<file path="src/hw/rtl/fvnh_pkg.sv">
`timescale 1ns / 1ps
// Shared types and constants of the fractal value-noise height unit.
// Style table with precomputed cell-division reciprocals; no dependencies.
package fvnh_pkg;

  typedef struct packed {
    logic [18:0] c;
    logic [17:0] d;
    logic [39:0] m;
  } div_coef_t;

  typedef struct packed {
    logic [11:0] hero_amp;
    logic [11:0] mac_amp;
    logic [11:0] mid_amp;
    logic [11:0] fine_amp;
    logic [15:0] ridge;
    logic        ridge_en;
  } mix_cfg_t;

  typedef struct packed {
    div_coef_t hero_u;
    div_coef_t hero_v;
    div_coef_t mac;
    div_coef_t mid;
    div_coef_t fine;
    mix_cfg_t  mix;
    logic      aniso;
  } style_row_t;

  localparam int unsigned NumStyles = 3;
  localparam int unsigned TableRows = 3;
  localparam logic [1:0]  MaxRow    = 2'(((NumStyles < TableRows) ? NumStyles : TableRows) - 1);

  localparam logic CfgIdxSeed  = 1'b0;
  localparam logic CfgIdxStyle = 1'b1;

  localparam logic [31:0] HashMulX = 32'h9E37_79B9;
  localparam logic [31:0] HashMulZ = 32'h85EB_CA77;
  localparam logic [31:0] HashMix1 = 32'h7FEB_352D;
  localparam logic [31:0] HashMix2 = 32'h846C_A68B;

  localparam logic [31:0] SeedSalt [4] = '{32'h0, 32'h1111, 32'h2222, 32'h3333};

  localparam logic [15:0]        Gain06 = 16'd39322;
  localparam logic signed [35:0] Base   = 36'sd33554432;

  localparam style_row_t StyleTab [TableRows] = '{
    '{hero_u: '{c: 19'd46341,  d: 18'd11776,  m: 40'((64'd46341 << 32) / 64'd11776)},
      hero_v: '{c: 19'd463410, d: 18'd259072, m: 40'((64'd463410 << 32) / 64'd259072)},
      mac:    '{c: 19'd256,    d: 18'd21,     m: 40'((64'd256 << 32) / 64'd21)},
      mid:    '{c: 19'd256,    d: 18'd10,     m: 40'((64'd256 << 32) / 64'd10)},
      fine:   '{c: 19'd256,    d: 18'd5,      m: 40'((64'd256 << 32) / 64'd5)},
      mix:    '{hero_amp: 12'd3584, mac_amp: 12'd1280, mid_amp: 12'd256, fine_amp: 12'd61,
                ridge: 16'd32768, ridge_en: 1'b1},
      aniso:  1'b1},
    '{hero_u: '{c: 19'd256,    d: 18'd52,     m: 40'((64'd256 << 32) / 64'd52)},
      hero_v: '{c: 19'd256,    d: 18'd52,     m: 40'((64'd256 << 32) / 64'd52)},
      mac:    '{c: 19'd256,    d: 18'd23,     m: 40'((64'd256 << 32) / 64'd23)},
      mid:    '{c: 19'd256,    d: 18'd11,     m: 40'((64'd256 << 32) / 64'd11)},
      fine:   '{c: 19'd256,    d: 18'd6,      m: 40'((64'd256 << 32) / 64'd6)},
      mix:    '{hero_amp: 12'd2816, mac_amp: 12'd1024, mid_amp: 12'd205, fine_amp: 12'd46,
                ridge: 16'd0, ridge_en: 1'b0},
      aniso:  1'b0},
    '{hero_u: '{c: 19'd46341,  d: 18'd11264,  m: 40'((64'd46341 << 32) / 64'd11264)},
      hero_v: '{c: 19'd463410, d: 18'd168960, m: 40'((64'd463410 << 32) / 64'd168960)},
      mac:    '{c: 19'd256,    d: 18'd19,     m: 40'((64'd256 << 32) / 64'd19)},
      mid:    '{c: 19'd256,    d: 18'd10,     m: 40'((64'd256 << 32) / 64'd10)},
      fine:   '{c: 19'd256,    d: 18'd5,      m: 40'((64'd256 << 32) / 64'd5)},
      mix:    '{hero_amp: 12'd3328, mac_amp: 12'd1152, mid_amp: 12'd230, fine_amp: 12'd56,
                ridge: 16'd19661, ridge_en: 1'b1},
      aniso:  1'b1}
  };

endpackage

</file>
<file path="src/hw/rtl/fvnh_cell_div.sv">
`timescale 1ns / 1ps
// Four-stage floor(w*c/d) by reciprocal multiply with one-step correction.
// Gives lattice cell index and Q0.16 fraction. Uses fvnh_pkg.
module fvnh_cell_div #(
  parameter int unsigned W = 25
) (
  input  logic                clk_i,
  input  logic                rst_ni,
  input  logic                valid_i,
  input  logic signed [W-1:0] w_i,
  input  fvnh_pkg::div_coef_t coef_i,
  output logic                valid_o,
  output logic [31:0]         cell_o,
  output logic [15:0]         frac_o
);
  import fvnh_pkg::*;

  localparam int unsigned QW = W + 7;
  localparam int unsigned PW = W + 21;
  localparam int unsigned SW = W + 41;
  localparam int unsigned EW = (W > 24) ? W : 24;
  localparam int unsigned CW = QW - 16;

  logic [3:0] vld_q;

  logic signed [PW-1:0] plo_d, phi_d, plo_q, phi_q;
  logic signed [W-1:0]  w1_q, w2_q;
  logic signed [SW-1:0] sum;
  logic signed [QW-1:0] qest_d, qest_q, qest3_q, q_d, q_q;
  logic signed [EW-1:0] wext;
  logic [23:0]          rc_d, qd_d, rc_q, qd_q;
  logic signed [23:0]   r;
  logic signed [24:0]   r_w, d_w;

  always_comb begin
    plo_d  = w_i * $signed({1'b0, coef_i.m[19:0]});
    phi_d  = w_i * $signed({1'b0, coef_i.m[39:20]});
    sum    = (SW'(phi_q) <<< 20) + SW'(plo_q);
    qest_d = QW'(sum >>> 32);
    wext   = EW'(w2_q);
    rc_d   = wext[23:0] * 24'(coef_i.c);
    qd_d   = qest_q[23:0] * 24'(coef_i.d);
    r      = $signed(rc_q - qd_q);
    r_w    = 25'(r);
    d_w    = $signed({7'b0, coef_i.d});
    if (r[23]) begin
      q_d = qest3_q - QW'(1);
    end else if (r_w >= d_w) begin
      q_d = qest3_q + QW'(1);
    end else begin
      q_d = qest3_q;
    end
  end

  always_ff @(posedge clk_i or negedge rst_ni) begin
    if (!rst_ni) begin
      vld_q <= '0;
    end else begin
      vld_q <= {vld_q[2:0], valid_i};
    end
  end

  always_ff @(posedge clk_i) begin
    plo_q   <= plo_d;
    phi_q   <= phi_d;
    w1_q    <= w_i;
    qest_q  <= qest_d;
    w2_q    <= w1_q;
    rc_q    <= rc_d;
    qd_q    <= qd_d;
    qest3_q <= qest_q;
    q_q     <= q_d;
  end

  assign valid_o = vld_q[3];
  assign cell_o  = {{(32 - CW){q_q[QW-1]}}, q_q[QW-1:16]};
  assign frac_o  = q_q[15:0];

  // estimate is off by at most one cell step
  assert property (@(posedge clk_i) disable iff (!rst_ni)
    vld_q[2] |-> ((r_w >= -d_w) && (r_w < (d_w <<< 1))))
    else $error("cell divide estimate out of correction range");

endmodule

</file>
<file path="config.mk">
export PLATFORM = sky130hd
export DESIGN_NAME = fvnh_cell_div
export DESIGN_NICKNAME = d
export VERILOG_FILES = /design/src/hw/rtl/fvnh_pkg.sv /design/src/hw/rtl/fvnh_cell_div.sv
export SDC_FILE = /design/constraint.sdc
export NUM_CORES = 2
export LEC_CHECK = 0
export ABC_CLOCK_PERIOD_IN_PS = 10400
export BUFFER_PORTS_ARGS = -buffer_cell sky130_fd_sc_hd__buf_2
export CAP_MARGIN = 20
export CORE_MARGIN = 5
export CORE_UTILIZATION = 35
export CTS_CLUSTER_SIZE = 28
export DETAILED_ROUTE_END_ITERATION = 10
export PLACE_DENSITY_LB_ADDON = 0.15
export RECOVER_POWER = 100
export SLEW_MARGIN = 10
export SYNTH_ARGS = -nofsm -noshare
export SYNTH_HDL_FRONTEND = slang
export SYNTH_SLANG_ARGS = --single-unit
</file>
<file path="constraint.sdc">
create_clock -name clk_i -period 10.4 [get_ports clk_i]
set_clock_uncertainty 0.1 [all_clocks]
set_input_delay 2.08 -clock clk_i [delete_from_list [all_inputs] [get_ports clk_i]]
set_output_delay 2.08 -clock clk_i [all_outputs]
set_load 0.005 [all_outputs]
</file>
Word level (Yosys, flattened, before mapping) --
Cells that the tools add are included.
Storage, ports and cells: output and inout port bits 49, input port bits 105, logic and storage cells 21, register bits 286
Operators by class: $lt $le $gt $ge 1, multiplexer cells 2, $mul 4, $add $sub $neg 4
Operator list (number):
- adder 64 x 46 -> 64 bit | 1
- 2-to-1 mux 32 bit | 2
- multiplier 25 x 21 -> 46 bit | 1
- multiplier 25 x 21 -> 44 bit | 1
- adder 32 x 2 -> 32 bit, second input constant | 1
- subtractor 32 x 2 -> 32 bit, second input constant | 1
- >= comparator 24 x 19 -> 1 bit | 1
- multiplier 24 x 18 -> 24 bit | 1
- multiplier 24 x 19 -> 24 bit | 1
- subtractor 24 bit | 1

Depth between registers and ports, before layout --
depth after elaboration 4, gate-level depth with buffers 28, gate-level depth less buffers 27

Least setup slack after synthesis --
Ideal clock, no wire load.
path type input-to-reg, from input port w_i[24], to register plo_q[45], cell stages on the path 23, required time 10.228 ns, slack 1.648 ns, arrival time 8.580 ns, buffers on the path 2, cells stage by stage clkbuf_1 -> clkbuf_1 -> nand2_1 -> fa_1 -> fa_1 -> inv_1 -> fa_1 -> fa_1 -> fa_1 -> fa_1 -> fa_1 -> ha_1 -> a21oi_1 -> o21bai_1 -> a21o_1 -> a21o_1 -> a21o_1 -> a221o_1 -> nor3_1 -> o31ai_1 -> a31o_2 -> a21oi_1 -> xnor2_1
Between the ends: word-level cells in the longest chain between the ends 1
RTL lines:
- start, declared | line fvnh_cell_div.sv:10 | input logic signed [W-1:0] w_i,
- multiplier 25 x 21 -> 46 bit | line fvnh_cell_div.sv:36 | plo_d = w_i * $signed({1'b0, coef_i.m[19:0]});
- named net plo_d[45] | line fvnh_cell_div.sv:26 | logic signed [PW-1:0] plo_d, phi_d, plo_q, phi_q;
- end signal, assigned | line fvnh_cell_div.sv:64 | plo_q <= plo_d;
- end, declared | line fvnh_cell_div.sv:26
The timed path passes the listed nets, and every way through them passes these cells.

Final worst setup path --
from input port w_i[12], to register plo_q[38]
Same word-level chain as after synthesis.

==> impl_metrics.toml <==
[clock_tree]
numCtsBuffers = 37
post_cts_buffers = 0
ctsHtreeMaxLevel = 2
cts_tree = "built"
ctsHoldBuffers = 0
path_clk_slew_ns = 0.05
root_buffer = "clkbuf_16"
clock_latency_ns = 0.60
ctsLongestPathBuffers = 3
cts_resized = 0
cts.sink_count = 266

[worst_setup_path]
cp_data_arrival_time_ns = 10.32
critPathLaunchType = "input pin"
worstPathRequired_ns = 10.82
crit_type = "input pin to register"
crit_top_cell = "fa_1"
cp-end-kind = "register"
worstPathMaxFanout = 24
crit_path_top_delay_cell = "clkbuf_1"
max_stage_delay_ns = 1.00

[synth]
synth_cell_type_count = 69
postSynth.asyncResetShare_pct = 1.50
synth_edf_count = 0
seq_area_frac_synth_pct = 8.81
syn_area_sq_mm = 0.0607
yosysWarningCount = 0
synth_ff_type = "dfxtp_1"
avgSynthCellArea_sq_um = 9.33
ys_ff_latch = 266
synthCells = 6503
synth_fp_nets = 8470

[floorplan]
start_util_pct = 35.3
num_rows = 152
die-area_sq_mm = 0.182
die_h_um = 426
num_io_pins = 154
core_region_area_sq_mm = 0.172
fp.dieW_um = 426

[timing]
tightestPinTransition_ns = 2.06
fin_crit_ns = 9.89
tns_ns = 0
hold_viol = 0
rsz0062_at_grt = "no"
whs_ns = 0.225
slew_violations = 61
finalSetupViolations = 0
max_freq_ghz = 0.101
period_share_pct = 95.1
slew_headroom_pct = -37.5

[cells_and_area]
drive_above_1_share_pct = 3.91
num-nets-final = 8456
area_growth_pct = 7.21
finalInstanceArea_sq_mm = 0.0650
final_cell_mix = "inv_1 (1494), fa_1 (1417), nand2_1 (855), and2_1 (761), ha_1 (445)"
fin_cells = 8845
layout_commonest_cell = "inv_1"

[routing]
wl_um = 172000
ant_nets = 0
drc = 0
viasPerCell = 4.74
vias = 41900
wire_per_inst_um = 19.4
drt_iter0_drc = 2026
dr.pass1.iters = 5

[global_routing]
gr-usage-all-layers_pct = 19.7
grt_max_degree = 34
antenna_found_initial = 30
grt_pass1_wl_um = 277000
overflow = 0
grt_pass1_vias = 47200

[placed_design]
place_hpwl_um = 138000
placed_area_sq_mm = 0.0638
io_buffers = 153
dp.cells = 8759
place_congestion = 0.866

[job]
maxCapViolations = 3

[min_path]
hold_class = "register to register"

[status]
violations = "max-capacitance violations, max-slew violations"
status = "finished, violations left"
==> area by class of cell <==
class | instances | area (sq um)
clock buffers | 44 | 1000
diodes | 20 | 50.0
multi-input cells | 4446 | 48500
well taps | 2310 | 2890
fillers | 17600 | 107000
repair buffers | 244 | 1310
flip-flops and latches | 266 | 5350
inverters | 1494 | 5610
clock inverters | 21 | 314
==> cells by family (layout without fill, tap and decap cells) <==
group | Yosys count | count (layout) | share of synthesized area [%]
AOI/OAI and AO/OA | 408 | 408 | 4.38
DFF | 266 | 266 | 8.81
other | 0 | 20 | 0
buffers and inverters | 1791 | 1803 | 11.2
adders and majority gates | 1862 | 1862 | 56.0
muxes | 2 | 2 | 0.0330
and+or+nand+nor | 1909 | 1909 | 15.8
xor gates and xnor gates | 265 | 265 | 3.83
==> flip-flops by register name, summed over array words and instances (netlist names), 24 cells and up <==
name	cells
rc_q	24
w2_q	24
w1_q	24
phi_q	44
qest_q	32
q_q	32
plo_q	26
qest3_q	32
qd_q	24
==> path summary, 6_finish.rpt <==
kind | start | endpoint | slack (ns) | depth (start not counted)
worst min register to register | w1_q[5] | w2_q[5] | 0.23 | 0
max in group asynchronous | rst_ni | vld_q[3] | 8.81 | 1
min in group asynchronous | rst_ni | vld_q[0] | 1.22 | 1
worst max register to register | w2_q[3] | rc_q[22] | 3.67 | 23
worst min-delay path | w1_q[5] | w2_q[5] | 0.23 | 0
worst max-delay path | w_i[12] | plo_q[38] | 0.51 | 25
==> through the flow <==
stage                     utilization, %  setup WS (ns)
after floorplan                        -           1.65
after global placement              37.1          0.301
after detailed placement            37.1          0.417
after CTS                           37.9           1.05
after global routing                37.8          0.298
final                               37.8          0.507
==> worst max-delay path, delay by kind of cell <==
family / cells / cell delay (ns)
xor gates and xnor gates: 1 / 0.13
AOI/OAI and AO/OA: 6 / 1.18
adders and majority gates: 8 / 3.69
and+or+nand+nor: 4 / 1.52
buffers and inverters: 6 / 1.67
==> Yosys cell counts, types with 21 or more instances <==
cell / n / area share [%]
xnor2_1: 198 / 2.9
and3_1: 23 / 0.24
inv_1: 1494 / 9.2
nand2_1: 855 / 5.3
nand3_1: 33 / 0.27
nand2b_1: 21 / 0.22
nor2_1: 84 / 0.52
clkbuf_1: 278 / 1.7
dfxtp_1: 262 / 8.6
ha_1: 445 / 9.2
a21oi_1: 127 / 1.0
o21ai_0: 65 / 0.54
nor2b_1: 24 / 0.25
nor3_1: 36 / 0.30
fa_1: 1417 / 47
a21o_1: 58 / 0.72
xor2_1: 67 / 0.97
and2_1: 774 / 8.0
==> metal layers <==
metal | share of wire [%] | GRT usage (%)
met1 | 45 | 26.3
met2 | 49 | 34.5
met5 | 0.016 | 0
met4 | 2.3 | 4.55
met3 | 4.1 | 2.29
Power is left out: the tool's default activity adds up to more than one toggle a clock period on the data nets, which glitch-free logic cannot reach.
