`config.mk`:
```
export PLATFORM = sky130hd
export DESIGN_NAME = fvnh_mix
export DESIGN_NICKNAME = d
export VERILOG_FILES = /design/src/hw/rtl/fvnh_pkg.sv /design/src/hw/rtl/fvnh_mix.sv
export SDC_FILE = /design/constraint.sdc
export NUM_CORES = 2
export LEC_CHECK = 0
export ABC_CLOCK_PERIOD_IN_PS = 8800
export BUFFER_PORTS_ARGS = -buffer_cell sky130_fd_sc_hd__buf_2
export CORE_MARGIN = 10
export CORE_UTILIZATION = 65
export DETAILED_ROUTE_END_ITERATION = 8
export PLACE_DENSITY = 0.8
export SYNTH_ARGS = -nofsm -noshare
export SYNTH_HDL_FRONTEND = slang
export SYNTH_SLANG_ARGS = --single-unit
```
`constraint.sdc`:
```
create_clock -name clk_i -period 8.8 [get_ports clk_i]
set_input_delay 1.76 -clock clk_i [delete_from_list [all_inputs] [get_ports clk_i]]
set_output_delay 1.76 -clock clk_i [all_outputs]
set_load 0.02 [all_outputs]
```
`src/hw/rtl/fvnh_pkg.sv`:
```
`timescale 1ns / 1ps
// Shared types and constants of the fractal value-noise height unit.
// Style table with precomputed cell-division reciprocals; no dependencies.
package fvnh_pkg;

  typedef struct packed {
    logic [18:0] c;
    logic [17:0] d;
    logic [39:0] m;
  } div_coef_t;

  typedef struct packed {
    logic [11:0] hero_amp;
    logic [11:0] mac_amp;
    logic [11:0] mid_amp;
    logic [11:0] fine_amp;
    logic [15:0] ridge;
    logic        ridge_en;
  } mix_cfg_t;

  typedef struct packed {
    div_coef_t hero_u;
    div_coef_t hero_v;
    div_coef_t mac;
    div_coef_t mid;
    div_coef_t fine;
    mix_cfg_t  mix;
    logic      aniso;
  } style_row_t;

  localparam int unsigned NumStyles = 3;
  localparam int unsigned TableRows = 3;
  localparam logic [1:0]  MaxRow    = 2'(((NumStyles < TableRows) ? NumStyles : TableRows) - 1);

  localparam logic CfgIdxSeed  = 1'b0;
  localparam logic CfgIdxStyle = 1'b1;

  localparam logic [31:0] HashMulX = 32'h9E37_79B9;
  localparam logic [31:0] HashMulZ = 32'h85EB_CA77;
  localparam logic [31:0] HashMix1 = 32'h7FEB_352D;
  localparam logic [31:0] HashMix2 = 32'h846C_A68B;

  localparam logic [31:0] SeedSalt [4] = '{32'h0, 32'h1111, 32'h2222, 32'h3333};

  localparam logic [15:0]        Gain06 = 16'd39322;
  localparam logic signed [35:0] Base   = 36'sd33554432;

  localparam style_row_t StyleTab [TableRows] = '{
    '{hero_u: '{c: 19'd46341,  d: 18'd11776,  m: 40'((64'd46341 << 32) / 64'd11776)},
      hero_v: '{c: 19'd463410, d: 18'd259072, m: 40'((64'd463410 << 32) / 64'd259072)},
      mac:    '{c: 19'd256,    d: 18'd21,     m: 40'((64'd256 << 32) / 64'd21)},
      mid:    '{c: 19'd256,    d: 18'd10,     m: 40'((64'd256 << 32) / 64'd10)},
      fine:   '{c: 19'd256,    d: 18'd5,      m: 40'((64'd256 << 32) / 64'd5)},
      mix:    '{hero_amp: 12'd3584, mac_amp: 12'd1280, mid_amp: 12'd256, fine_amp: 12'd61,
                ridge: 16'd32768, ridge_en: 1'b1},
      aniso:  1'b1},
    '{hero_u: '{c: 19'd256,    d: 18'd52,     m: 40'((64'd256 << 32) / 64'd52)},
      hero_v: '{c: 19'd256,    d: 18'd52,     m: 40'((64'd256 << 32) / 64'd52)},
      mac:    '{c: 19'd256,    d: 18'd23,     m: 40'((64'd256 << 32) / 64'd23)},
      mid:    '{c: 19'd256,    d: 18'd11,     m: 40'((64'd256 << 32) / 64'd11)},
      fine:   '{c: 19'd256,    d: 18'd6,      m: 40'((64'd256 << 32) / 64'd6)},
      mix:    '{hero_amp: 12'd2816, mac_amp: 12'd1024, mid_amp: 12'd205, fine_amp: 12'd46,
                ridge: 16'd0, ridge_en: 1'b0},
      aniso:  1'b0},
    '{hero_u: '{c: 19'd46341,  d: 18'd11264,  m: 40'((64'd46341 << 32) / 64'd11264)},
      hero_v: '{c: 19'd463410, d: 18'd168960, m: 40'((64'd463410 << 32) / 64'd168960)},
      mac:    '{c: 19'd256,    d: 18'd19,     m: 40'((64'd256 << 32) / 64'd19)},
      mid:    '{c: 19'd256,    d: 18'd10,     m: 40'((64'd256 << 32) / 64'd10)},
      fine:   '{c: 19'd256,    d: 18'd5,      m: 40'((64'd256 << 32) / 64'd5)},
      mix:    '{hero_amp: 12'd3328, mac_amp: 12'd1152, mid_amp: 12'd230, fine_amp: 12'd56,
                ridge: 16'd19661, ridge_en: 1'b1},
      aniso:  1'b1}
  };

endpackage

```
`src/hw/rtl/fvnh_mix.sv`:
```
`timescale 1ns / 1ps
// Ridge fold, octave gains, sums and Q8.8 round and saturate.
// Five register stages. Uses fvnh_pkg.
module fvnh_mix (
  input  logic               clk_i,
  input  logic               rst_ni,
  input  logic               valid_i,
  input  fvnh_pkg::mix_cfg_t cfg_i,
  input  logic signed [15:0] hero_i,
  input  logic signed [15:0] mac_i,
  input  logic signed [15:0] mid_i,
  input  logic signed [15:0] fine_i,
  output logic               valid_o,
  output logic signed [15:0] full_o,
  output logic signed [15:0] contour_o
);
  import fvnh_pkg::*;

  function automatic logic signed [15:0] sat_q88(input logic signed [35:0] acc);
    logic signed [35:0] v;
    v = (acc + 36'sd16384) >>> 15;
    if (v > 36'sd32767) begin
      return 16'sh7FFF;
    end else if (v < -36'sd32768) begin
      return 16'sh8000;
    end
    return 16'(v);
  endfunction

  logic [4:0] vld_q;

  logic [16:0]        inv_r, mag_c;
  logic [15:0]        abs_h;
  logic signed [33:0] ph_d, pr_d, ph_q, pr_q;
  logic signed [15:0] mac1_q, mid1_q, fine1_q, hero1_q;
  logic signed [34:0] rsum;
  logic signed [17:0] hero2_d, hero2_q;
  logic signed [28:0] pm2_d, pd2_d, pf2_d, pm2_q, pd2_q, pf2_q;
  logic signed [30:0] phh3_d, phh3_q, sum3_d, sum3_q;
  logic signed [45:0] pg3_d, pg3_q;
  logic signed [35:0] full4_d, cont4_d, full4_q, cont4_q;
  logic signed [15:0] full_q, cont_q;

  always_comb begin
    abs_h   = hero_i[15] ? 16'(-hero_i) : 16'(hero_i);
    inv_r   = 17'h10000 - {1'b0, cfg_i.ridge};
    mag_c   = 17'h08000 - {1'b0, abs_h};
    ph_d    = hero_i * $signed({1'b0, inv_r});
    pr_d    = $signed({1'b0, mag_c}) * $signed({1'b0, cfg_i.ridge});
    rsum    = 35'(ph_q) + 35'(pr_q);
    hero2_d = cfg_i.ridge_en ? 18'(rsum >>> 16) : 18'(hero1_q);
    pm2_d   = mac1_q * $signed({1'b0, cfg_i.mac_amp});
    pd2_d   = mid1_q * $signed({1'b0, cfg_i.mid_amp});
    pf2_d   = fine1_q * $signed({1'b0, cfg_i.fine_amp});
    phh3_d  = hero2_q * $signed({1'b0, cfg_i.hero_amp});
    pg3_d   = pm2_q * $signed({1'b0, Gain06});
    sum3_d  = 31'(pm2_q) + 31'(pd2_q) + 31'(pf2_q);
    full4_d = Base + 36'(phh3_q) + 36'(sum3_q);
    cont4_d = Base + 36'(phh3_q) + 36'(pg3_q >>> 16);
  end

  always_ff @(posedge clk_i or negedge rst_ni) begin
    if (!rst_ni) begin
      vld_q <= '0;
    end else begin
      vld_q <= {vld_q[3:0], valid_i};
    end
  end

  always_ff @(posedge clk_i) begin
    ph_q    <= ph_d;
    pr_q    <= pr_d;
    hero1_q <= hero_i;
    mac1_q  <= mac_i;
    mid1_q  <= mid_i;
    fine1_q <= fine_i;
    hero2_q <= hero2_d;
    pm2_q   <= pm2_d;
    pd2_q   <= pd2_d;
    pf2_q   <= pf2_d;
    phh3_q  <= phh3_d;
    pg3_q   <= pg3_d;
    sum3_q  <= sum3_d;
    full4_q <= full4_d;
    cont4_q <= cont4_d;
    full_q  <= sat_q88(full4_q);
    cont_q  <= sat_q88(cont4_q);
  end

  assign valid_o   = vld_q[4];
  assign full_o    = full_q;
  assign contour_o = cont_q;

endmodule

```
; ---- After elaboration in Yosys (flattened, before gate mapping)
; Cells that the tools add are included.
[op_classes]
n_lt_le_gt_ge = 4
multipliers = 7
add_sub_neg = 11
mux = 12
[ops]
columns = op, count
row1 = $mux W16, 7
row2 = $mul A16 B13 Y29, 3
row3 = $mul A29 B16 Y45 const B, 1
row4 = $add A36 B16 Y36 const B, 1
row5 = $add A33 B16 Y34 const B, 1
row6 = $add A34 B34 Y34, 1
row7 = $mul A16 B18 Y34, 1
row8 = $add A32 B30 Y33, 1
row9 = $add A32 B31 Y33, 1
row10 = $mul A17 B16 Y33, 1
row11 = $add A27 B31 Y32 const A, 1
row12 = $add A30 B29 Y31, 1
row13 = $mul A18 B13 Y31, 1
row14 = $add A29 B29 Y30, 1
row15 = $gt A21 B16 Y1 const B, 1
row16 = $lt A21 B16 Y1 const B, 1
row17 = $gt A19 B16 Y1 const B, 1
row18 = $lt A19 B16 Y1 const B, 1
row19 = $mux W18, 1
row20 = $sub A16 B16 Y17 const A, 1
row21 = $sub A17 B16 Y17 const A, 1
row22 = $neg A16 Y16, 1
row23 = $mux W1, 4
[totals]
word_cells = 52
output_inout_bits = 33
register_bits = 449
inputBits = 132

; ---- Depth between registers and ports, before layout
[depth]
depth_word = 5
mapped_depth = 36
ltp_nobuf = 33

; ---- Least setup slack after synthesis
; Ideal clock, no wire load.
[synth_path]
kind = input -> register
startpoint = in hero_i[15]
endpoint = reg pr_q[31]
setup_time_ps = 127
required_ps = 8673
cell_stages = 33
arrival_ps = 9364
setup_slack_ps = -691
n_path_buf = 4
path_cell_list = buf_2 > buf_1 > clkbuf_1 > mux2i_1 > ha_1 > nand4_1 > nor2_1 > and2_1 > nand2_1 > a31oi_1 > xor2_1 > buf_2 > nand2_1 > fa_1 > fa_1 > inv_1 > fa_1 > inv_1 > fa_1 > inv_1 > fa_1 > fa_1 > ha_1 > a21o_1 > a21o_1 > a21oi_1 > o21ai_0 > a41oi_1 > a2111o_1 > a31oi_1 > a221oi_1 > o21ai_0 > xor2_1
[synth_between]
elab_chain_cells = 4
[synth_rtl]
columns = item, line_no
row1 = start: declaration, fvnh_mix.sv:9  ; input logic signed [15:0] hero_i,
row2 = $neg A16 Y16, fvnh_mix.sv:45  ; abs_h = hero_i[15] ? 16'(-hero_i) : 16'(hero_i);
row3 = $mux W16 (*), fvnh_mix.sv:45
row4 = $sub A16 B16 Y17 (*), fvnh_mix.sv:47  ; mag_c = 17'h08000 - {1'b0, abs_h};
row5 = $mul A17 B16 Y33 (*), fvnh_mix.sv:49  ; pr_d = $signed({1'b0, mag_c}) * $signed({1'b0, cfg_i.ridge});
row6 = via pr_d[31], fvnh_mix.sv:34  ; logic signed [33:0] ph_d, pr_d, ph_q, pr_q;
row7 = end signal: assignment, fvnh_mix.sv:72  ; pr_q <= pr_d;
row8 = end: declaration, fvnh_mix.sv:34
; The timed path passes the listed nets; every way through them passes the cells marked *.

; ---- Worst setup path in the final report
[layout_path]
startpoint = in cfg_i[9] (netlist bit)
endpoint = reg ph_q[32]
[layout_between]
elab_chain_cells = 2
[layout_rtl]
columns = item, line_no
row1 = start: declaration, fvnh_mix.sv:8  ; input fvnh_pkg::mix_cfg_t cfg_i,
row2 = $sub A17 B16 Y17, fvnh_mix.sv:46  ; inv_r = 17'h10000 - {1'b0, cfg_i.ridge};
row3 = $mul A16 B18 Y34, fvnh_mix.sv:48  ; ph_d = hero_i * $signed({1'b0, inv_r});
row4 = via ph_d[32], fvnh_mix.sv:34
row5 = end signal: assignment, fvnh_mix.sv:71  ; ph_q <= ph_d;
row6 = end: declaration, fvnh_mix.sv:34
; The timed path passes the listed nets, and every way through them passes these cells.

==> impl_metrics.env <==
export IMPL_yosys_warnings=0
export IMPL_synthesis_instances=7470
export IMPL_die_area_sq_um=120600
export IMPL_maximum_number_of_pins_on_one_net_before_global_route_repair=38
export IMPL_post_synth_fa_ha_maj_area_fraction_pct=53.14
export IMPL_starting_density_of_the_core_pct=65.76
export IMPL_class_of_the_most_critical_hold_timing_path="register to register"
export IMPL_cts_buffers_inserted=47
export IMPL_cts_tree="built"
export IMPL_critPathSlowestCell="sky130_fd_sc_hd__or4_1"
export IMPL_holdBufCountCts=0
export IMPL_ys_ff_latch=402
export IMPL_design_core_area_sq_um=105900
export IMPL_boundaryPins=165
export IMPL_max_frequency_mhz=118.7
export IMPL_chipHeight_um=347.3
export IMPL_number_of_enable_type_register_cells_in_the_synthesized_netlist=0
export IMPL_max_slew_margin_rel_pct=31.33
export IMPL_yosys_cell_count_top_type="sky130_fd_sc_hd__inv_1"
export IMPL_compound_cell_area_share_of_the_yosys_netlist_pct=6.569
export IMPL_synth_area_mux_share_pct=0.1240
export IMPL_number_of_global_route_vias_before_repair=55090
export IMPL_timing_critical_path_required_ns=9.28
export IMPL_synthSimpleGateAreaFrac_pct=14.24
export IMPL_first_iter_violations=3533
export IMPL_grt_usage_pct=27.96
export IMPL_detail_route_first_pass_iterations=5
export IMPL_max_cap_viol_count=0
export IMPL_placementRows=119
export IMPL_layout_area_overhead_vs_synth_pct=6.805
export IMPL_routabilityCongestion=0.9595
export IMPL_worstPathBufferInverterCount=6
export IMPL_fp_dieW_um=347.3
export IMPL_ys_top_cells_by_count="sky130_fd_sc_hd__inv_1, sky130_fd_sc_hd__fa_1, sky130_fd_sc_hd__ha_1, sky130_fd_sc_hd__nand2_1, sky130_fd_sc_hd__and2_1"
export IMPL_layout_worst_path_cycle_share_pct=95.73
export IMPL_grt_antenna_before_repair=12
export IMPL_syn_area_sq_um=69610
export IMPL_grt_overflow_total=0
export IMPL_dr_total_vias=50260
export IMPL_critPathMostFrequentCell="sky130_fd_sc_hd__fa_1"
export IMPL_rrSetupSlack_ns=2.30
export IMPL_timing_setup_tns_ns=0
export IMPL_post_drt_via_cell_ratio=5.552
export IMPL_drt_wirelength_per_cell_um=18.10
export IMPL_postSynth_asyncResetShare_pct=1.244
export IMPL_synthDominantCellAreaShare_pct=38.71
export IMPL_cts_buffer_depth=3
export IMPL_clock_tree_root_cell="sky130_fd_sc_hd__clkbuf_16"
export IMPL_timing_final_hold_violations=0
export IMPL_grt_pass1_wl_mm=275.7
export IMPL_post_synth_main_area_contributors="sky130_fd_sc_hd__fa_1, sky130_fd_sc_hd__ha_1, sky130_fd_sc_hd__dfxtp_1, sky130_fd_sc_hd__inv_1, sky130_fd_sc_hd__and2_1"
export IMPL_final_cell_count_no_fill=9053
export IMPL_cp_arrival_ns=8.91
export IMPL_final_layout_size_suffix_gt1_share_pct=6.217
export IMPL_dp_hpwl_mm=137.4
export IMPL_clock_skew_ns=0.04730
export IMPL_synth_top_family_by_area="adder cells"
export IMPL_tightest_pin_transition_ns=1.025
export IMPL_clock_tree_htree_level_count=2
export IMPL_critPathCaptureType="register"
export IMPL_timing_worst_setup_path_type="input port to register"
export IMPL_design_area_sq_um=74350
export IMPL_num_fill_cells=7753
export IMPL_critical_path_max_stage_delay_ns=0.59
export IMPL_startpoint_type="input port"
export IMPL_synth_nets=9751
export IMPL_dpl_cell_area_sq_um=72720
export IMPL_post_synth_top_area_cell="sky130_fd_sc_hd__fa_1"
export IMPL_final_setup_viol_count=0
export IMPL_final_period_minus_worst_setup_slack_ns=8.425
export IMPL_status="finished clean"
export IMPL_post_synth_top_flop="sky130_fd_sc_hd__dfxtp_1"
export IMPL_ant_nets=0
export IMPL_dpl_cell_count=8963
export IMPL_setup_repair_after_global_routing_missed_its_margin="no"
export IMPL_netlist_cell_type_count=86
export IMPL_cpLargestDelayFamily="adder cells"
export IMPL_synthXorXnorAreaFrac_pct=4.098
export IMPL_port_buffers=164
export IMPL_detail_route_drc_violations=0
export IMPL_clkTransAtPathRegs_ns=0.06
export IMPL_ys_seq_area_share_pct=11.60
export IMPL_drt_wl_total_mm=163.9
export IMPL_nNetsFinal=9902
export IMPL_clkSinkCount=402
export IMPL_cp_max_fo=5
export IMPL_clock_insertion_delay_worst_skew_ns=0.64
export IMPL_synth_avg_cell_area_sq_um=9.319
export IMPL_slew_violations=0
==> layer usage <==
metal	routed length [um]	share of wire, %	vias to the layer above	GRT usage, %
met1	68820	42	24960	37.63
met4	4316	2.6	8	7.547
met3	15870	9.7	319	7.102
li1	-	-	23050	-
met2	74800	46	1934	44.83
met5	48	0.029	-	0
==> layout make-up <==
class                      count  area (sq um)  share of cell area [%]
clock buffer                  58          1267                   1.705
timing repair buffer         338          2177                   2.928
clock inverter                27         311.5                  0.4190
antenna                        5         12.51                 0.01683
inverter                    1656          6218                   8.364
tap                         1391          1740                   2.341
multi-input combinational   5176         54550                   73.37
sequential                   402          8073                   10.86
==> repair_timing <==
item	CTS	global route
gates resized for setup	0	6
setup endpoints to repair	0	10
hold endpoints to repair	0	0
setup buffers	0	0
==> through the flow <==
stage | setup WS (ns) | utilization [%] | hold WS (ns)
final | 0.3754 | 70.23 | 0.3555
after global routing | 0.01112 | 70.23 | 0.3662
after CTS | 0.3125 | 70.19 | 0.3616
after detailed placement | -0.2941 | 68.70 | 0.3372
after global placement | -0.1617 | 68.70 | 0.3461
after floorplan | 0.004492 | - | 0.3312
==> final timing paths <==
path	depth (start not counted)	from	endpoint
max	27	cfg_i[9]	ph_q[32]$_DFF_P_
min	0	vld_q[2]$_DFF_PN0_	vld_q[3]$_DFF_PN0_
max reg2reg	21	pm2_q[12]$_DFF_P_	pg3_q[44]$_DFF_P_
min reg2reg	0	vld_q[2]$_DFF_PN0_	vld_q[3]$_DFF_PN0_
max in group asynchronous	1	rst_ni	vld_q[4]$_DFF_PN0_
min in group asynchronous	1	rst_ni	vld_q[1]$_DFF_PN0_
==> kinds of logic (layout without fill, tap and decap cells) <==
family	after synthesis	count (layout)
xor+xnor	324	324
buf+inv	1892	2079
other cells	0	5
flops	402	402
simple gates	1987	1987
mux	8	8
compound gates	708	708
fa+ha+maj	2149	2149
==> state kept, by name (all words and copies together) (netlist names), 18 cells and up <==
signal   cells
ph_q        33
pr_q        33
phh3_q      31
sum3_q      31
pg3_q       30
pd2_q       29
pf2_q       29
pm2_q       29
cont4_q     19
full4_q     19
hero2_q     18
==> cells in the final DEF (no fill, tap or decap), drive strengths merged, types with 6 or more instances in the layout <==
cell / Yosys / layout
inv: 1654 / 1662
o21ai: 137 / 137
xor2: 96 / 96
a31oi: 30 / 30
fa: 1346 / 1346
o22ai: 6 / 6
dfxtp: 397 / 397
nor2b: 24 / 24
ha: 803 / 803
nor2: 184 / 184
and2: 674 / 674
nor4: 13 / 13
a2111oi: 8 / 8
nand2: 779 / 779
o211ai: 10 / 10
and3: 38 / 38
a211oi: 22 / 22
nor3: 86 / 86
o31ai: 19 / 19
nand3: 71 / 71
nand2b: 46 / 46
a21boi: 9 / 9
nand4: 30 / 30
buf: 10 / 338
o31a: 6 / 6
o21bai: 35 / 35
xnor2: 228 / 228
a21oi: 202 / 202
a21o: 115 / 115
o21a: 48 / 48
a311oi: 7 / 7
clkinv: 2 / 13
a221oi: 7 / 7
or3: 13 / 13
or2: 11 / 11
a211o: 7 / 7
clkbuf: 226 / 58
Power is not shown: default switching activity piles up to over one toggle a cycle in this logic, so the estimate is an artifact.
